File: config.mk
export PLATFORM = sky130hd
export DESIGN_NAME = tht_area_unit
export DESIGN_NICKNAME = d
export VERILOG_FILES = /design/src/hdl/tht_pkg.sv /design/src/hdl/tht_area_unit.sv
export SDC_FILE = /design/constraint.sdc
export NUM_CORES = 1
export LEC_CHECK = 0
export ABC_AREA = 1
export BUFFER_PORTS_ARGS = -buffer_cell sky130_fd_sc_hd__buf_2
export CORE_MARGIN = 1.5
export CORE_UTILIZATION = 55
export CTS_BUF_LIST = sky130_fd_sc_hd__clkbuf_16
export CTS_CLUSTER_DIAMETER = 120
export DETAILED_ROUTE_END_ITERATION = 16
export HOLD_SLACK_MARGIN = 0.05
export PLACE_DENSITY = 0.74
export SLEW_MARGIN = 0
export SYNTH_ARGS = -nofsm -noshare
export SYNTH_HDL_FRONTEND = slang
export SYNTH_SLANG_ARGS = --single-unit
File: constraint.sdc
create_clock -name i_clk -period 7.6 [get_ports i_clk]
set_input_delay 1.52 -clock i_clk [delete_from_list [all_inputs] [get_ports i_clk]]
set_output_delay 1.52 -clock i_clk [all_outputs]
set_load 0.01 [all_outputs]
File: src/hdl/tht_pkg.sv
// ----------------------------------------------------------------------------
// tht_pkg
// Shared types and constants for the triangle hit test table: field widths,
// command codes, the stored entry layout and the area unit control/status.
// ----------------------------------------------------------------------------
package tht_pkg;

    // Field widths
    localparam int COORD_W = 16;
    localparam int ID_W    = 32;
    localparam int TOL_W   = 20;
    localparam int CMD_W   = 2;
    localparam int DIFF_W  = COORD_W + 1;      // coordinate difference
    localparam int PROD_W  = 2 * DIFF_W;       // one cross product term
    localparam int AREA_W  = PROD_W + 1;       // signed doubled area
    localparam int SUM_W   = AREA_W + 2;       // s1 + s2 + s3 - whole

    // Defaults
    localparam int              MAX_TRIANGLES_DEF = 64;
    localparam logic [TOL_W-1:0] TOL_RESET        = 20'd6711;

    // Command codes
    localparam logic [CMD_W-1:0] CMD_INSERT = 2'd0;
    localparam logic [CMD_W-1:0] CMD_QUERY  = 2'd1;
    localparam logic [CMD_W-1:0] CMD_CLEAR  = 2'd2;

    // Result id when nothing was hit
    localparam logic [ID_W-1:0] ID_NONE = '1;

    // Steps per entry: four areas, two products each
    localparam logic [2:0] STEP_LAST = 3'd7;

    // One table row
    typedef struct packed {
        logic [ID_W-1:0]           id;
        logic signed [COORD_W-1:0] x0;
        logic signed [COORD_W-1:0] y0;
        logic signed [COORD_W-1:0] x1;
        logic signed [COORD_W-1:0] y1;
        logic signed [COORD_W-1:0] x2;
        logic signed [COORD_W-1:0] y2;
    } t_entry;

    // Sequencer to area unit
    typedef struct packed {
        logic       issue;
        logic [2:0] step;   // [2:1] area select, [0] product half
    } t_unit_ctl;

    // Area unit to sequencer
    typedef struct packed {
        logic                    done;
        logic signed [SUM_W-1:0] sum;
    } t_unit_sts;

endpackage

File: src/hdl/tht_area_unit.sv
// ----------------------------------------------------------------------------
// tht_area_unit
// Shared multiply/accumulate pipeline. Each issued step forms one cross
// product term of one of the four doubled areas; the unit folds them into
// s1 + s2 + s3 - whole and pulses done after the last step of an entry.
// ----------------------------------------------------------------------------
module tht_area_unit (
    input  logic                              i_clk,
    input  logic                              i_rst_n,
    input  tht_pkg::t_entry                   i_entry,
    input  logic signed [tht_pkg::COORD_W-1:0] i_px,
    input  logic signed [tht_pkg::COORD_W-1:0] i_py,
    input  tht_pkg::t_unit_ctl                i_ctl,
    output tht_pkg::t_unit_sts                o_sts
);

    typedef struct packed {
        logic       half;
        logic [1:0] area;
        logic       last;
    } t_tag;

    logic signed [tht_pkg::COORD_W-1:0] p1x, p1y, p2x, p2y, p3x, p3y;
    logic signed [tht_pkg::DIFF_W-1:0]  n_opa, n_opb;
    logic signed [tht_pkg::SUM_W-1:0]   area_ext, sum_base;
    logic                               area_add;

    logic                               r_a_vld, r_b_vld, r_c_vld, r_done;
    t_tag                               r_a_tag, r_b_tag;
    logic [1:0]                         r_c_area;
    logic                               r_c_last;
    logic signed [tht_pkg::DIFF_W-1:0]  r_opa, r_opb;
    logic signed [tht_pkg::PROD_W-1:0]  r_prod, r_term;
    logic signed [tht_pkg::AREA_W-1:0]  r_area;
    logic signed [tht_pkg::SUM_W-1:0]   r_sum;

    // Vertices: area 0 as stored, area N puts the point at vertex N
    always_comb begin
        p1x = i_entry.x0;  p1y = i_entry.y0;
        p2x = i_entry.x1;  p2y = i_entry.y1;
        p3x = i_entry.x2;  p3y = i_entry.y2;
        case (i_ctl.step[2:1])
            2'd1: begin
                p1x = i_px;  p1y = i_py;
            end
            2'd2: begin
                p2x = i_px;  p2y = i_py;
            end
            2'd3: begin
                p3x = i_px;  p3y = i_py;
            end
            default: begin
            end
        endcase
    end

    // Operand differences: (x2-x1)*(y3-y1) first, then (x3-x1)*(y2-y1)
    always_comb begin
        if (!i_ctl.step[0]) begin
            n_opa = {p2x[15], p2x} - {p1x[15], p1x};
            n_opb = {p3y[15], p3y} - {p1y[15], p1y};
        end else begin
            n_opa = {p3x[15], p3x} - {p1x[15], p1x};
            n_opb = {p2y[15], p2y} - {p1y[15], p1y};
        end
    end

    // Accumulate |area|: whole area restarts the sum negatively
    always_comb begin
        area_ext = tht_pkg::SUM_W'(r_area);
        if (r_c_area == 2'd0) begin
            area_add = r_area[tht_pkg::AREA_W-1];
            sum_base = '0;
        end else begin
            area_add = !r_area[tht_pkg::AREA_W-1];
            sum_base = r_sum;
        end
    end

    // Pipeline control
    always_ff @(posedge i_clk) begin
        if (!i_rst_n) begin
            r_a_vld <= 1'b0;
            r_b_vld <= 1'b0;
            r_c_vld <= 1'b0;
            r_done  <= 1'b0;
        end else begin
            r_a_vld <= i_ctl.issue;
            r_b_vld <= r_a_vld;
            r_c_vld <= r_b_vld && r_b_tag.half;
            r_done  <= r_c_vld && r_c_last;
        end
    end

    // Pipeline data
    always_ff @(posedge i_clk) begin
        r_a_tag <= '{half: i_ctl.step[0], area: i_ctl.step[2:1],
                     last: (i_ctl.step == tht_pkg::STEP_LAST)};
        r_opa   <= n_opa;
        r_opb   <= n_opb;

        r_b_tag <= r_a_tag;
        r_prod  <= r_opa * r_opb;

        if (r_b_vld && !r_b_tag.half) begin
            r_term <= r_prod;
        end
        r_area   <= tht_pkg::AREA_W'(r_term) - tht_pkg::AREA_W'(r_prod);
        r_c_area <= r_b_tag.area;
        r_c_last <= r_b_tag.last;

        if (r_c_vld) begin
            r_sum <= area_add ? sum_base + area_ext : sum_base - area_ext;
        end
    end

    assign o_sts.done = r_done;
    assign o_sts.sum  = r_sum;

endmodule

### Word-level counts from Yosys, hierarchy flattened

Index checks and enable logic that the tools add are counted.

| cells by class | value |
|---|---|
| reduce and logical (&&, ||, !) cells | 6 |
| multipliers | 1 |
| mux-type cells | 11 |
| add/subtract/negate cells | 7 |
| equal/unequal tests | 4 |

Operator list:

| kind | count |
|---|---|
| 16-bit two-way mux | 6 |
| 37-bit two-way mux | 2 |
| 16-bit by 16-bit subtractor with 17-bit output | 4 |
| 37-bit by 35-bit adder with 37-bit output | 1 |
| 37-bit by 35-bit subtractor with 37-bit output | 1 |
| 34-bit by 34-bit subtractor with 35-bit output | 1 |
| 17-bit by 17-bit multiplier with 34-bit output | 1 |
| 17-bit two-way mux | 2 |
| 2-bit == test, second input constant | 2 |
| 3-bit == test, second input constant | 1 |
| 1-bit logical AND | 3 |
| 2-bit by 1-bit == test with 1-bit output, second input constant | 1 |
| 1-bit zero test | 2 |
| 2-bit zero test | 1 |
| 1-bit two-way mux | 1 |

| word-level totals | value |
|---|---|
| bits of input ports | 166 |
| word-level logic and storage cells | 47 |
| output and inout port bits | 38 |
| flip-flop bits (word level) | 189 |

### Depth between registers and ports, before layout

Gate-level depths: netlist (run 1).

| depth | value |
|---|---|
| depth after elaboration | 4 |
| gate-level depth with buffers | 29 |
| mapped depth without buffers | 27 |

### Least setup slack after synthesis (run 1)

OpenSTA, ideal clock, no wires.

| timing | value |
|---|---|
| path kind | reg2reg |
| start | register r_opb[7] (netlist name) |
| end | register r_prod[26] (netlist name) |
| library setup time | 113 ps |
| buffers on the path | 2 |
| path slack | 2179 ps |
| arrival time | 5308 ps |
| cell stages (with the launch flop) | 22 |
| required time | 7487 ps |
| clock period less this slack | 5421 ps |
| path through | dfxtp_1 -> clkbuf_1 -> clkbuf_1 -> nand2_1 -> fa_1 -> inv_1 -> fa_1 -> fa_1 -> fa_1 -> fa_1 -> inv_1 -> fa_1 -> inv_1 -> ha_1 -> nand2_1 -> nor2_1 -> nand2_1 -> clkinv_1 -> nand3_1 -> or2_1 -> nand4_1 -> nand2_1 |

| on the way | value |
|---|---|
| word-level cells in the longest chain between the ends | 1 |

RTL lines:

| item | RTL line | RTL |
|---|---|---|
| from (decl) | tht_area_unit.sv:32 | `logic signed [tht_pkg::DIFF_W-1:0] r_opa, r_opb;` |
| from (signal assigned) | tht_area_unit.sv:100 | `r_opb <= n_opb;` |
| 17-bit by 17-bit multiplier with 34-bit output | tht_area_unit.sv:103 | `r_prod <= r_opa * r_opb;` |
| to (signal assigned) | tht_area_unit.sv:103 |  |
| to (decl) | tht_area_unit.sv:33 | `logic signed [tht_pkg::PROD_W-1:0] r_prod, r_term;` |

No other way between the ends.
A chain may end at the register's enable or synchronous reset.

### Final worst setup path (run 1)

| timing | value |
|---|---|
| start | register r_opb[2] (netlist name) |
| end | register r_prod[29] (netlist name) |

Same word-level chain as after synthesis.

==> results.txt, run 1 <==
Endpoints failing hold = 0
Iteration-0 DRC count of the detailed router = 1564
Clk buf depth = 2
Total number of vias = 22600
Port Buffers = 171
Worst setup endpoint = r_prod[29]
Synth Cell Area = 25800 sq um
Post-synthesis cell type count = 47
Final worst-path cycle share = 83.2%
Reg-to-reg setup timing slack = 1.28 ns
Synth top area cells = fa_1 23%, nand2_1 14%, inv_1 13%
Pin count of the biggest net entering global routing = 41
Seq/Total Area, Yosys = 17.4%
H-tree levels = 4
CTS sink cnt = 189
Crit path DAT = 6.68 ns
Die Y = 220 microns
Dominant synthesized flop cell = dfxtp_1
Final min period = 6.32 ns
Width of the die = 220 microns
Root buf cell = clkbuf_16
Clk slew on worst S/H paths = 0.07 ns
Yosys warning total = 0
Synth-to-Final Area Change = 7.31%
Syn nets = 4313
Total negative slack = 0 ns
Yosys reg bits = 189
Async S/R FF share, synth = 0%
Fmax = 158 MHz
First-pass GRT wire length = 109000 microns
CP Data Required Time = 7.95 ns
Max-cap check violation count = 0
Worst R2R Path Depth = 18
Final setup fails = 0
Total GRT Usage = 28.5%
Status = complete, no violations
Nets = 4416
Relative slew margins = 33.7%
Synth Instances = 3659
CTS Hold Bufs = 0
Via density = 5.15
Layout cells sized above 1 = 7.15%
Io pins = 204
Vias in the first global route = 22700
FP Rows = 79
Crit end category = register
CTS tree = done
Drt wl/cell = 14.8 microns
DIE AREA = 48300 sq um
Initial Utilization = 55.6%
Initial antenna violation count = 0
RSZ-0062 raised after global routing = false
Post-detail-place hpwl = 54500 microns
R2R Path Start = r_opb[2]
Num CTS Buffers = 17
Fill count = 4485
Slew Limit Fails = 0
Drc violations = 0
Crit path from = r_opb[2]
Worst Skew = 0.0168 ns
Worst setup SP type = register
Routed Antenna Nets = 0
Worst min path class = reg2reg
Reg2reg end = r_prod[29]
WL final = 64600 microns
Ranking of synthesized cells by instance count = 978 x nand2_1, 862 x inv_1, 324 x nor2_1
Area leader, netlist = fa_1
Post-CTS setup buffers = 0
Critical path peak fanout = 17
Clk Latency, worst-skew pair = 0.48 ns
WS Path Type = reg2reg
Synth top area share = 23.2%
Top-count cell post-synth = nand2_1
Area of the multi-input gates = 17700 sq um
Post-CTS Resized = 0
GRT overflow = 0
Antenna diodes = 0
Placer Congestion = 0.966
Post-synth EDFFs = 71
DR pass1 iterations = 6
Slew @ Worst Pin = 0.991 ns
Register area = 4490 sq um
Core area = 46500 sq um
Syn Area/Cell = 7.06 sq um
==> layout by cell type, fill, tap and decap left out, types with 3 or more instances in the layout <==
cell and instances:
a21o_1 5, a21oi_1 128, buf_2 171, buf_4 9
clkbuf_16 17, clkinv_2 3, clkinv_8 3, dfxtp_1 118
edfxtp_1 71, fa_1 300, ha_1 188, inv_1 862
inv_2 10, inv_6 7, mux2i_1 28, nand2_1 977
nand2_2 15, nand3_1 137, nand3b_1 5, nand4_1 31
nor2_1 322, nor2_2 12, nor3_1 24, nor3_2 5
nor4_1 6, o211ai_1 3, o21ai_0 112, o21ai_1 8
o21bai_1 21, o22ai_1 28, or2_2 6, xnor2_1 16
xor2_1 99
==> layer usage <==
metal	track usage [%]	routed length (microns)
met4	11.9	2310
met2	50.3	32100
met3	3.22	3400
met5	0	0
met1	35.1	26900
==> state kept, by name, indices dropped and copies added, names as in the netlist <==
register,count
r_a_tag,4
r_opb,17
r_prod,34
r_area,35
r_opa,17
r_done,1
r_sum,37
r_c_area,2
r_c_vld,1
r_c_last,1
r_b_tag,4
r_term,34
r_b_vld,1
r_a_vld,1
==> logic make-up after synthesis <==
kind of cell | count (synthesis) | share of synthesized area [%]
mux | 28 | 1.08
flops | 189 | 17.4
simple gates | 1551 | 24.3
compound gates | 318 | 6.78
buf+inv | 970 | 14.2
xor+xnor | 115 | 3.90
fa+ha+maj | 488 | 32.4
==> worst min-delay path by stage <==
stage | end | slack, ns | from | cells after the start
floorplan | r_b_tag[0] | 0.31 | r_a_tag[0] | 0
global placement | r_c_area[0] | 0.31 | r_b_tag[1] | 0
detailed placement | r_c_last | 0.31 | r_b_tag[0] | 0
CTS | r_b_tag[3] | 0.33 | r_a_tag[3] | 0
global route | r_b_tag[1] | 0.34 | r_a_tag[1] | 0
finish | r_b_tag[3] | 0.33 | r_a_tag[3] | 0
==> stage by stage <==
step / cells / hold WS (ns) / util, % / cell area [sq um] / setup slack [ns]
2_1_floorplan: 3659 / 0.310 / - / 25800 / 2.18
6_report: 4382 / 0.329 / 59.7 / 27700 / 1.28
3_5_place_dp: 4350 / 0.312 / 58.4 / 27100 / 1.34
3_3_place_gp: 4350 / 0.311 / 58.4 / 27100 / 1.41
4_1_cts: 4382 / 0.329 / 59.7 / 27700 / 1.32
5_1_grt: 4382 / 0.337 / 59.7 / 27700 / 0.901
==> critical path: stages, from the launching register on <==
cell and delay (ns):
dfxtp_1 0.90, nand2_1 0.22, inv_1 0.18, fa_1 0.52, fa_1 0.91, inv_1 0.13, fa_1 0.51, fa_1 0.56
fa_1 0.42, fa_1 0.49, inv_1 0.04, ha_1 0.36, nand2_1 0.11, nor2_1 0.23, nand2_1 0.11, nor4_1 0.20
nand2_1 0.14, nand4_1 0.09, nand2_1 0.08
==> cell type report <==
type,count,area share [%]
multi-input cells,2500,63.8
flip-flops and latches,189,16.2
inverters,874,11.8
repair buffers,180,3.33
well taps,607,2.74
clock buffers,17,1.53
clock inverters,15,0.533
Power of run 1 is not shown: default switching activity piles up to over one toggle a cycle in this logic, so the estimate is an artifact.
==> run 2: changes to the inputs <==
Clock period 7.6 ns to 6.15 ns, I/O delays scaled along.
==> run 2 against run 1 <==
Routed wire length up 2.3%. Die area unchanged. Non-clock buffer count grew 42. Global-route usage increased by 0.31 points. First-iteration DRC count fell by 2.9%. Flip-flop and latch count unchanged. Clock skew is 0.0046 ns higher. Critical path depth is 1 higher. Sequential share of layout area shrank 0.22 points. Cell count is 0.96% higher.
==> results.txt, run 2 (synthesis gave the netlist of run 1 again) <==
Commonest non-fill, non-tap cell in the layout = nand2_1
Fmax = 174 MHz
Hold depth = 0
Largest regs = r_sum: 37 flops, r_area: 35 flops
Drt wl/cell = 14.9 microns
Worst R2R Path Depth = 19
Smallest setup slack after layout = 0.392 ns
Post-CTS setup buffers = 0
Width of the die = 220 microns
First-pass GRT wire length = 110000 microns
RSZ-0062 raised after global routing = false
Clk slew on worst S/H paths = 0.07 ns
Fill count = 4416
Pin count of the biggest net entering global routing = 38
CTS sink cnt = 189
GRT overflow = 0
Pre-CTS WS = 0.421 ns
Endpoints failing hold = 0
Area of the multi-input gates = 17700 sq um
CTS Hold Bufs = 0
Worst setup SP type = register
Status = complete, no violations
Slew @ Worst Pin = 0.939 ns
Critical path peak fanout = 10
WL final = 66100 microns
Iteration-0 DRC count of the detailed router = 1519
CTS tree = done
Total number of vias = 22800
Clk Latency, worst-skew pair = 0.49 ns
Synth-to-Final Area Change = 8.81%
Placer Congestion = 0.973
Final worst-path cycle share = 93.6%
Reg-to-reg setup timing slack = 0.39 ns
Crit path DAT = 6.13 ns
Post-CTS Resized = 0
Max reg flops = 37
Worst min path class = reg2reg
Post-detail-place hpwl = 56700 microns
Port Buffers = 171
R2R Path Start = r_opa[16]
Slew Limit Fails = 0
DR pass1 iterations = 6
H-tree levels = 4
Total negative slack = 0 ns
FP Rows = 79
Relative slew margins = 37.3%
Initial antenna violation count = 0
Clk buf depth = 2
Antenna diodes = 0
Most frequent cells in the layout = 977 x nand2_1, 862 x inv_1, 322 x nor2_1
Root buf cell = clkbuf_16
CP Data Required Time = 6.52 ns
Hold slack = 0.319 ns
Drc violations = 0
Die Y = 220 microns
Routed Antenna Nets = 0
Max-cap check violation count = 0
Hold path endpoint = r_b_tag[3]
WS Path Type = reg2reg
Initial Utilization = 55.6%
Core area = 46500 sq um
Crit end category = register
Register area = 4490 sq um
Util after Layout = 60.5%
Nets = 4458
Worst Skew = 0.0214 ns
Reg2reg end = r_prod[29]
Final min period = 5.76 ns
Biggest register = r_sum
Layout cells sized above 1 = 8.15%
DIE AREA = 48300 sq um
Total GRT Usage = 28.8%
Via density = 5.14
Final setup fails = 0
Hold Startpoint = r_a_tag[3]
Io pins = 204
Vias in the first global route = 22900
Num CTS Buffers = 17
==> run 2: stage by stage <==
step           std cells  instance area [sq um]
3_3_place_gp        4392                  27500
5_1_grt             4424                  28100
3_5_place_dp        4392                  27500
2_1_floorplan       3659                  25800
6_report            4424                  28100
4_1_cts             4424                  28100
==> run 2: final cells by class <==
type	count	share of cell area [%]
multi-input cells	2500	62.9
flip-flops and latches	189	16.0
inverters	874	11.7
repair buffers	222	4.41
well taps	607	2.70
clock buffers	17	1.51
clock inverters	15	0.779
==> run 2: critical path, cell delays in order, from the launching register on <==
cell	delay (ns)
dfxtp_1	0.52
buf_4	0.24
nand2_1	0.09
fa_1	0.50
inv_1	0.07
fa_1	0.82
inv_1	0.14
fa_1	0.52
fa_1	0.58
fa_1	0.43
fa_1	0.49
inv_1	0.04
ha_1	0.34
nand2_1	0.10
nor2_1	0.17
nand2_1	0.11
nor4_1	0.18
nand2_1	0.15
nand4_1	0.10
nand2_1	0.05
==> run 2: routing by layer <==
layer	GRT usage [%]	part of all wire [%]	vias to the layer above
met5	0	0	-
met4	11.5	3.6	0
met3	3.56	4.8	133
met2	52.7	50	655
met1	34.0	42	10700
li1	-	-	11300
==> run 2: worst max-delay path by stage <==
stage / endpoint / start / cells after the start
floorplan: r_prod[26] / r_opb[7] / 21
global placement: r_prod[29] / r_opa[16] / 19
detailed placement: r_prod[29] / r_opa[16] / 19
CTS: r_prod[29] / r_opa[16] / 19
global route: r_prod[29] / r_opa[16] / 19
finish: r_prod[29] / r_opa[16] / 19
Power of run 2 is left out for the same reason.
